## src/hw/rtl/modexp_pkg.sv

```systemverilog
`timescale 1ns / 1ps
// ----------------------------------------------------------------------------
// Modular exponentiation package
// Shared constants, controller states and the command and status groups
// that pass between the controller and the datapath.
// ----------------------------------------------------------------------------
package modexp_pkg;

  // Width of the base operand, fixed by the interface.
  localparam int unsigned BaseW = 63;

  // Modulus after reset.
  localparam logic [31:0] ModReset = 32'd998244353;

  typedef enum logic [2:0] {
    ST_IDLE,
    ST_RED_BASE,
    ST_CHECK,
    ST_MUL_ACC,
    ST_RED_ACC,
    ST_MUL_SQ,
    ST_RED_SQ,
    ST_DONE
  } state_e;

  typedef struct packed {
    logic load;       // capture a new item
    logic mul;        // register a product and arm the reducer
    logic mul_sq;     // product is square * square, else accumulator * square
    logic red_step;   // one restoring-division step of the reducer
    logic wr_acc;     // accumulator takes the reduced value
    logic wr_sq;      // square takes the reduced value
    logic shift_exp;  // drop the exponent bit just handled
  } cmd_t;

  typedef struct packed {
    logic red_last;   // the reducer is on its final step
    logic exp_zero;   // no exponent bits left
    logic exp_lsb;    // current exponent bit
    logic mod_small;  // modulus below two
  } status_t;

endpackage

```

## src/hw/rtl/modexp_datapath.sv

```systemverilog
`timescale 1ns / 1ps
// ----------------------------------------------------------------------------
// Modular exponentiation datapath
// Holds the modulus, accumulator, running square and exponent, one shared
// multiplier and a bit-serial reducer that takes a wide value modulo the
// modulus one bit per cycle.
// ----------------------------------------------------------------------------
module modexp_datapath import modexp_pkg::*; #(
  parameter int unsigned EXP_WIDTH = 63,
  parameter int unsigned MOD_WIDTH = 30
) (
  input  logic                 clk_i,
  input  logic                 rst_ni,
  input  cmd_t                 cmd_i,
  output status_t              status_o,
  input  logic                 cfg_we_i,
  input  logic [MOD_WIDTH-1:0] cfg_modulus_i,
  input  logic [BaseW-1:0]     base_value_i,
  input  logic [EXP_WIDTH-1:0] exponent_i,
  output logic [MOD_WIDTH-1:0] acc_o
);

  localparam int unsigned ProdW = 2 * MOD_WIDTH;
  localparam int unsigned RedW  = (ProdW > BaseW) ? ProdW : BaseW;
  localparam int unsigned CntW  = $clog2(RedW + 1);

  logic [MOD_WIDTH-1:0] mod_q;
  logic [MOD_WIDTH-1:0] acc_q, acc_d;
  logic [MOD_WIDTH-1:0] sq_q, sq_d;
  logic [EXP_WIDTH-1:0] exp_q, exp_d;
  logic [RedW-1:0]      num_q, num_d;
  logic [MOD_WIDTH-1:0] rem_q, rem_d;
  logic [CntW-1:0]      cnt_q, cnt_d;

  logic [MOD_WIDTH-1:0] mul_b;
  logic [ProdW-1:0]     prod;
  logic [MOD_WIDTH:0]   trial;
  logic [MOD_WIDTH:0]   trial_sub;
  logic                 trial_ge;
  logic [MOD_WIDTH-1:0] rem_next;

  assign mul_b = cmd_i.mul_sq ? sq_q : acc_q;
  assign prod  = ProdW'(sq_q) * ProdW'(mul_b);

  // Restoring division step: shift in the next dividend bit and subtract
  // the modulus when the partial remainder reaches it.
  assign trial     = {rem_q, num_q[RedW-1]};
  assign trial_sub = trial - {1'b0, mod_q};
  assign trial_ge  = (trial >= {1'b0, mod_q});
  assign rem_next  = trial_ge ? trial_sub[MOD_WIDTH-1:0] : trial[MOD_WIDTH-1:0];

  always_comb begin
    acc_d = acc_q;
    sq_d  = sq_q;
    exp_d = exp_q;
    num_d = num_q;
    rem_d = rem_q;
    cnt_d = cnt_q;
    if (cmd_i.load) begin
      num_d = RedW'(base_value_i);
      rem_d = '0;
      cnt_d = CntW'(RedW);
      exp_d = exponent_i;
      acc_d = status_o.mod_small ? '0 : MOD_WIDTH'(1);
      sq_d  = '0;
    end
    if (cmd_i.mul) begin
      num_d = RedW'(prod);
      rem_d = '0;
      cnt_d = CntW'(RedW);
    end
    if (cmd_i.red_step) begin
      num_d = num_q << 1;
      rem_d = rem_next;
      cnt_d = cnt_q - CntW'(1);
    end
    if (cmd_i.wr_acc) begin
      acc_d = rem_next;
    end
    if (cmd_i.wr_sq) begin
      sq_d = rem_next;
    end
    if (cmd_i.shift_exp) begin
      exp_d = exp_q >> 1;
    end
  end

  always_ff @(posedge clk_i or negedge rst_ni) begin
    if (!rst_ni) begin
      mod_q <= MOD_WIDTH'(ModReset);
      acc_q <= '0;
      sq_q  <= '0;
      exp_q <= '0;
      cnt_q <= '0;
    end else begin
      if (cfg_we_i) begin
        mod_q <= cfg_modulus_i;
      end
      acc_q <= acc_d;
      sq_q  <= sq_d;
      exp_q <= exp_d;
      cnt_q <= cnt_d;
    end
  end

  always_ff @(posedge clk_i) begin
    num_q <= num_d;
    rem_q <= rem_d;
  end

  assign status_o.red_last  = (cnt_q == CntW'(1));
  assign status_o.exp_zero  = (exp_q == '0);
  assign status_o.exp_lsb   = exp_q[0];
  assign status_o.mod_small = (mod_q < MOD_WIDTH'(2));

  assign acc_o = acc_q;

endmodule

```

## src/hw/rtl/modexp_ctrl.sv

```systemverilog
`timescale 1ns / 1ps
// ----------------------------------------------------------------------------
// Modular exponentiation controller
// Sequences base reduction, then per exponent bit an optional multiply into
// the accumulator and a squaring, each followed by a serial reduction.
// ----------------------------------------------------------------------------
module modexp_ctrl import modexp_pkg::*; (
  input  logic    clk_i,
  input  logic    rst_ni,
  input  logic    start_i,
  input  status_t status_i,
  output cmd_t    cmd_o,
  output logic    busy_o,
  output logic    done_o
);

  state_e state_q, state_d;

  always_ff @(posedge clk_i or negedge rst_ni) begin
    if (!rst_ni) begin
      state_q <= ST_IDLE;
    end else begin
      state_q <= state_d;
    end
  end

  always_comb begin
    state_d = state_q;
    cmd_o   = '0;
    busy_o  = 1'b1;
    done_o  = 1'b0;
    unique case (state_q)
      ST_IDLE: begin
        busy_o = 1'b0;
        if (start_i) begin
          cmd_o.load = 1'b1;
          state_d = status_i.mod_small ? ST_DONE : ST_RED_BASE;
        end
      end
      ST_RED_BASE: begin
        cmd_o.red_step = 1'b1;
        if (status_i.red_last) begin
          cmd_o.wr_sq = 1'b1;
          state_d = ST_CHECK;
        end
      end
      ST_CHECK: begin
        priority if (status_i.exp_zero) begin
          state_d = ST_DONE;
        end else if (status_i.exp_lsb) begin
          state_d = ST_MUL_ACC;
        end else begin
          state_d = ST_MUL_SQ;
        end
      end
      ST_MUL_ACC: begin
        cmd_o.mul = 1'b1;
        state_d = ST_RED_ACC;
      end
      ST_RED_ACC: begin
        cmd_o.red_step = 1'b1;
        if (status_i.red_last) begin
          cmd_o.wr_acc = 1'b1;
          state_d = ST_MUL_SQ;
        end
      end
      ST_MUL_SQ: begin
        cmd_o.mul    = 1'b1;
        cmd_o.mul_sq = 1'b1;
        state_d = ST_RED_SQ;
      end
      ST_RED_SQ: begin
        cmd_o.red_step = 1'b1;
        if (status_i.red_last) begin
          cmd_o.wr_sq     = 1'b1;
          cmd_o.shift_exp = 1'b1;
          state_d = ST_CHECK;
        end
      end
      ST_DONE: begin
        done_o  = 1'b1;
        state_d = ST_IDLE;
      end
      default: begin
        state_d = ST_IDLE;
      end
    endcase
  end

endmodule

```

## src/hw/rtl/modular_exponentiation.sv

```systemverilog
`timescale 1ns / 1ps
// ----------------------------------------------------------------------------
// Modular exponentiation
// Computes base_value ** exponent mod modulus by right-to-left
// square-and-multiply on one shared multiplier and serial reducer.
// ----------------------------------------------------------------------------
// An item is taken when start is high and busy is low; busy stays high until
// the result has been shown. The result appears on power_result_o for exactly
// one cycle with done_o high and cannot be held off, so the receiver must take
// it then. Every modular reduction goes through a restoring divider that
// retires one dividend bit per cycle over R = max(2*MOD_WIDTH, 63) bits: the
// base is reduced first, then for each exponent bit up to its highest set bit
// the square is reduced, after the accumulator product when the bit is set, and
// the result is shown last. A modulus below two answers 0 without a reduction.
// The modulus register is written only while busy and start are both low, so a
// write never lands under an item.
// ----------------------------------------------------------------------------
module modular_exponentiation import modexp_pkg::*; #(
  parameter int unsigned EXP_WIDTH = 63,
  parameter int unsigned MOD_WIDTH = 30
) (
  input  logic                 clk_i,
  input  logic                 rst_ni,
  input  logic                 start,
  output logic                 busy,
  input  logic [BaseW-1:0]     base_value_i,
  input  logic [EXP_WIDTH-1:0] exponent_i,
  output logic                 done_o,
  output logic [MOD_WIDTH-1:0] power_result_o,
  input  logic                 cfg_valid_i,
  output logic                 cfg_ready_o,
  input  logic [MOD_WIDTH-1:0] cfg_modulus_i
);

  cmd_t    cmd;
  status_t status;
  logic    ctrl_busy;

  modexp_ctrl u_ctrl (
    .clk_i    (clk_i),
    .rst_ni   (rst_ni),
    .start_i  (start),
    .status_i (status),
    .cmd_o    (cmd),
    .busy_o   (ctrl_busy),
    .done_o   (done_o)
  );

  modexp_datapath #(
    .EXP_WIDTH (EXP_WIDTH),
    .MOD_WIDTH (MOD_WIDTH)
  ) u_datapath (
    .clk_i         (clk_i),
    .rst_ni        (rst_ni),
    .cmd_i         (cmd),
    .status_o      (status),
    .cfg_we_i      (cfg_valid_i & cfg_ready_o),
    .cfg_modulus_i (cfg_modulus_i),
    .base_value_i  (base_value_i),
    .exponent_i    (exponent_i),
    .acc_o         (power_result_o)
  );

  assign busy        = ctrl_busy;
  assign cfg_ready_o = ~ctrl_busy & ~start;

endmodule

```

## config.mk

```make
export PLATFORM = sky130hd
export DESIGN_NAME = modular_exponentiation
export DESIGN_NICKNAME = d
export VERILOG_FILES = /design/src/hw/rtl/modexp_pkg.sv /design/src/hw/rtl/modexp_datapath.sv /design/src/hw/rtl/modexp_ctrl.sv /design/src/hw/rtl/modular_exponentiation.sv
export SDC_FILE = /design/constraint.sdc
export NUM_CORES = 2
export LEC_CHECK = 0
export BUFFER_PORTS_ARGS = -buffer_cell sky130_fd_sc_hd__buf_2
export CORE_UTILIZATION = 32
export CTS_CLUSTER_DIAMETER = 150
export DETAILED_ROUTE_END_ITERATION = 10
export GPL_TIMING_DRIVEN = 0
export MAX_ROUTING_LAYER = met4
export SYNTH_ARGS = -nofsm -noshare
export SYNTH_HDL_FRONTEND = slang
export SYNTH_SLANG_ARGS = --single-unit
export TNS_END_PERCENT = 20
```

## constraint.sdc

```tcl
create_clock -name clk_i -period 25.6 [get_ports clk_i]
set_clock_uncertainty 0.05 [all_clocks]
set_input_delay 2.56 -clock clk_i [delete_from_list [all_inputs] [get_ports clk_i]]
set_output_delay 2.56 -clock clk_i [all_outputs]
set_load 0.02 [all_outputs]
```

==> metrics.md <==
| Metric | Value |
|---|---|
| Status | `complete, no violations` |
| Die Footprint | `135000 sq um` |
| Vias | `34600` |
| DRT Pass-1 Iters | `5` |
| Final #Nets | `6192` |
| Worst r2r path cells | `31` |
| Total grt overflow | `0` |
| Post-Syn Area | `42900 sq um` |
| Worst EP arrival | `11670 ps` |
| Antenna viol nets, final | `0` |
| Fin. max-slew vios | `0` |
| Worst EP required | `25910 ps` |
| Skew-Pair Late Insertion Delay | `620 ps` |
| Worst r2r src | `u_ctrl.state_q[0]` |
| CP startpoint kind | `flip-flop` |
| Syn_area_per_cell | `9.04 sq um` |
| Max clock buf depth | `3` |
| P&R area growth vs syn | `10.1%` |
| Hold Fails Final Rpt | `0` |
| Postcts setup bufs | `0` |
| Syn nets | `5964` |
| Initial antenna violation count | `12` |
| R2r setup slk | `14230 ps` |
| Row cnt | `133` |
| Root Driver | `clkbuf_16` |
| DP Wirelength | `128000 um` |
| CTS tree | `yes` |
| Ys async rst share | `63.5%` |
| Gate Count Post-Synth | `4743` |
| CTS buffer count | `30` |
| Synth cell types | `79` |
| Ys flop type | `dfrtp_1` |
| I/O pins | `193` |
| Setup Total Neg Slack | `0 ps` |
| Critical path endpoint | `u_datapath.num_q[56]` |
| Global-route wire length before repair | `228000 um` |
| Register area share after synthesis | `16.0%` |
| # DRC | `0` |
| Routed WL | `154000 um` |
| Post-synth EDFFs | `92` |
| Drt wl/cell | `22.8 um` |
| Total core area | `132000 sq um` |
| Die Y | `368 um` |
| Unrepaired setup endpoints after global routing | `no` |
| Initial core utilization | `32.4%` |
| CP endpoint kind | `flip-flop` |
| Tightest Pin Transition | `1210 ps` |
| PostCTS Resize Cnt | `0` |
| Critical Path Start | `u_ctrl.state_q[0]` |
| Die X | `368 um` |
| Layout cell share with drive strength beyond 1 | `6.69%` |
| Final setup viols | `0` |
| Clock sinks | `255` |
| Synth top area share | `36.5%` |
| Largest area contributor in the netlist | `fa_1` |
| Area contributors post-synth | `fa_1 (36%), dfrtp_1 (9.0%), ha_1 (8.2%)` |
| Crit-path slowest cell | `clkbuf_1` |
| Most frequent cell on the critical path | `fa_1` |
| # hold bufs at CTS | `0` |
| Relative slew slack | `19.4%` |
| Tmin final | `11370 ps` |
| R2R Path End | `u_datapath.num_q[56]` |
| Drt via density | `5.12` |
| Largest net degree at the start of global routing | `98` |
| Worst-path clk slew | `70 ps` |
| Seq cells post-synth | `255` |
| Initial DRC count | `2811` |
| GRT Total Usage | `23.3%` |
| Htree depth | `1` |
| Max-cap check violation count | `0` |
| CP max FO | `10` |
| Vias in the first global route | `35600` |
| HP Class | `flip-flop to flip-flop` |
| Gpl congestion | `1.02` |
| I/O Buffers | `192` |
| Max incr delay on CP | `800 ps` |
| Critical path class | `flip-flop to flip-flop` |
| Final worst-path cycle share | `44.4%` |
| Warnings from Yosys | `0` |
| Highest Clock Rate | `0.0880 GHz` |
## synthesized netlist by cell type, drive strengths merged (12+ instances only)
library cell / instances
nand2: 727
mux2: 30
o21bai: 20
buf: 22
clkbuf: 273
a21o: 36
nor2: 118
o21a: 26
edfxtp: 92
nor4: 26
xor2: 31
nor2b: 87
and3: 12
a22oi: 79
dfrtp: 155
fa: 781
ha: 280
xnor2: 53
nand3: 83
a21oi: 139
nand2b: 12
and2: 430
a31oi: 20
nor3: 14
mux2i: 20
inv: 869
o21ai: 186
nand4: 34
## placed cells by master, fill, tap and decap left out, drive strengths merged, types with 20 or more instances in the layout
cell / instances
a21oi: 139
xor2: 31
nor4: 26
edfxtp: 92
and2: 430
mux2i: 20
a31oi: 20
mux2: 30
nand4: 34
dfrtp: 155
nand2: 727
fa: 781
ha: 280
o21bai: 20
nor2: 118
o21ai: 186
xnor2: 53
inv: 872
buf: 218
o21a: 26
nor2b: 87
clkbuf: 311
a21o: 36
nand3: 83
a22oi: 79
## worst max-delay path: cells and delay by family, from the launching register on
kind	cells	cell delay, ps
flops	1	330
simple gates	9	1790
buf+inv	9	3240
fa+ha+maj	9	4490
compound gates	4	1170
## metal layers
metal | global-route usage, % | up-vias | part of all wire (%) | wire length, um
met5 | - | - | 0 | 0
met4 | 12.9 | 0 | 6.5 | 10000
met3 | 4.31 | 390 | 7.8 | 11900
met2 | 36.4 | 1507 | 47 | 71600
met1 | 28.2 | 17600 | 39 | 60300
li1 | - | 15100 | - | -
## kinds of logic (layout without fill, tap and decap cells)
logic type / Yosys count / count (layout) / share of synthesized area (%)
AO/OA/AOI/OAI: 571 / 571 / 8.52
XOR/XNOR: 84 / 84 / 1.72
adder cells (fa/ha/maj): 1061 / 1061 / 44.6
buffers and inverters: 1164 / 1416 / 10.3
flip-flops: 255 / 255 / 16.0
multiplexers: 50 / 50 / 1.26
other: 0 / 10 / 0
AND/OR/NAND/NOR: 1558 / 1558 / 17.6
## stage by stage
step | setup WS, ps | cell area (sq um) | utilization, % | hold slack [ps] | cells
after detailed placement | 14540 | 46100 | 34.9 | 441 | 6694
after global routing | 14080 | 47200 | 35.7 | 476 | 6755
final | 14230 | 47200 | 35.7 | 456 | 6760
after global placement | 14590 | 46000 | 34.8 | 431 | 6690
after CTS | 14510 | 47200 | 35.7 | 455 | 6750
after floorplan | 17070 | 42900 | - | 400 | 4743
## registers in the layout (all words and copies together) (netlist names)
register	flops
u_datapath.exp_q	63
u_datapath.rem_q	30
u_datapath.cnt_q	6
u_datapath.mod_q	30
u_datapath.sq_q	30
u_ctrl.state_q	3
u_datapath.num_q	63
u_datapath.acc_o	30
## cell type report
cell class	instances	area [sq um]
timing repair buffer	196	1040
fill	13700	84900
antenna	10	25.0
sequential	255	6850
clock inverter	18	206
multi-input combinational	3324	31600
tap	1755	2200
buffer	295	1160
clock buffer	38	833
inverter	869	3260
## worst min-delay path by stage
stage                         start                   end  slack (ps)  cells after the start
2_1_floorplan   u_datapath.cnt_q[5]   u_datapath.cnt_q[5]         400                      1
5_1_grt        u_datapath.exp_q[37]  u_datapath.exp_q[37]         480                      2
4_1_cts         u_datapath.exp_q[6]   u_datapath.exp_q[6]         450                      2
3_3_place_gp    u_datapath.cnt_q[5]   u_datapath.cnt_q[5]         430                      1
6_report       u_datapath.exp_q[26]  u_datapath.exp_q[26]         460                      2
3_5_place_dp   u_datapath.exp_q[26]  u_datapath.exp_q[26]         440                      2
Power is left out: the tool's default activity adds up to more than one toggle a clock period on the data nets, which glitch-free logic cannot reach.
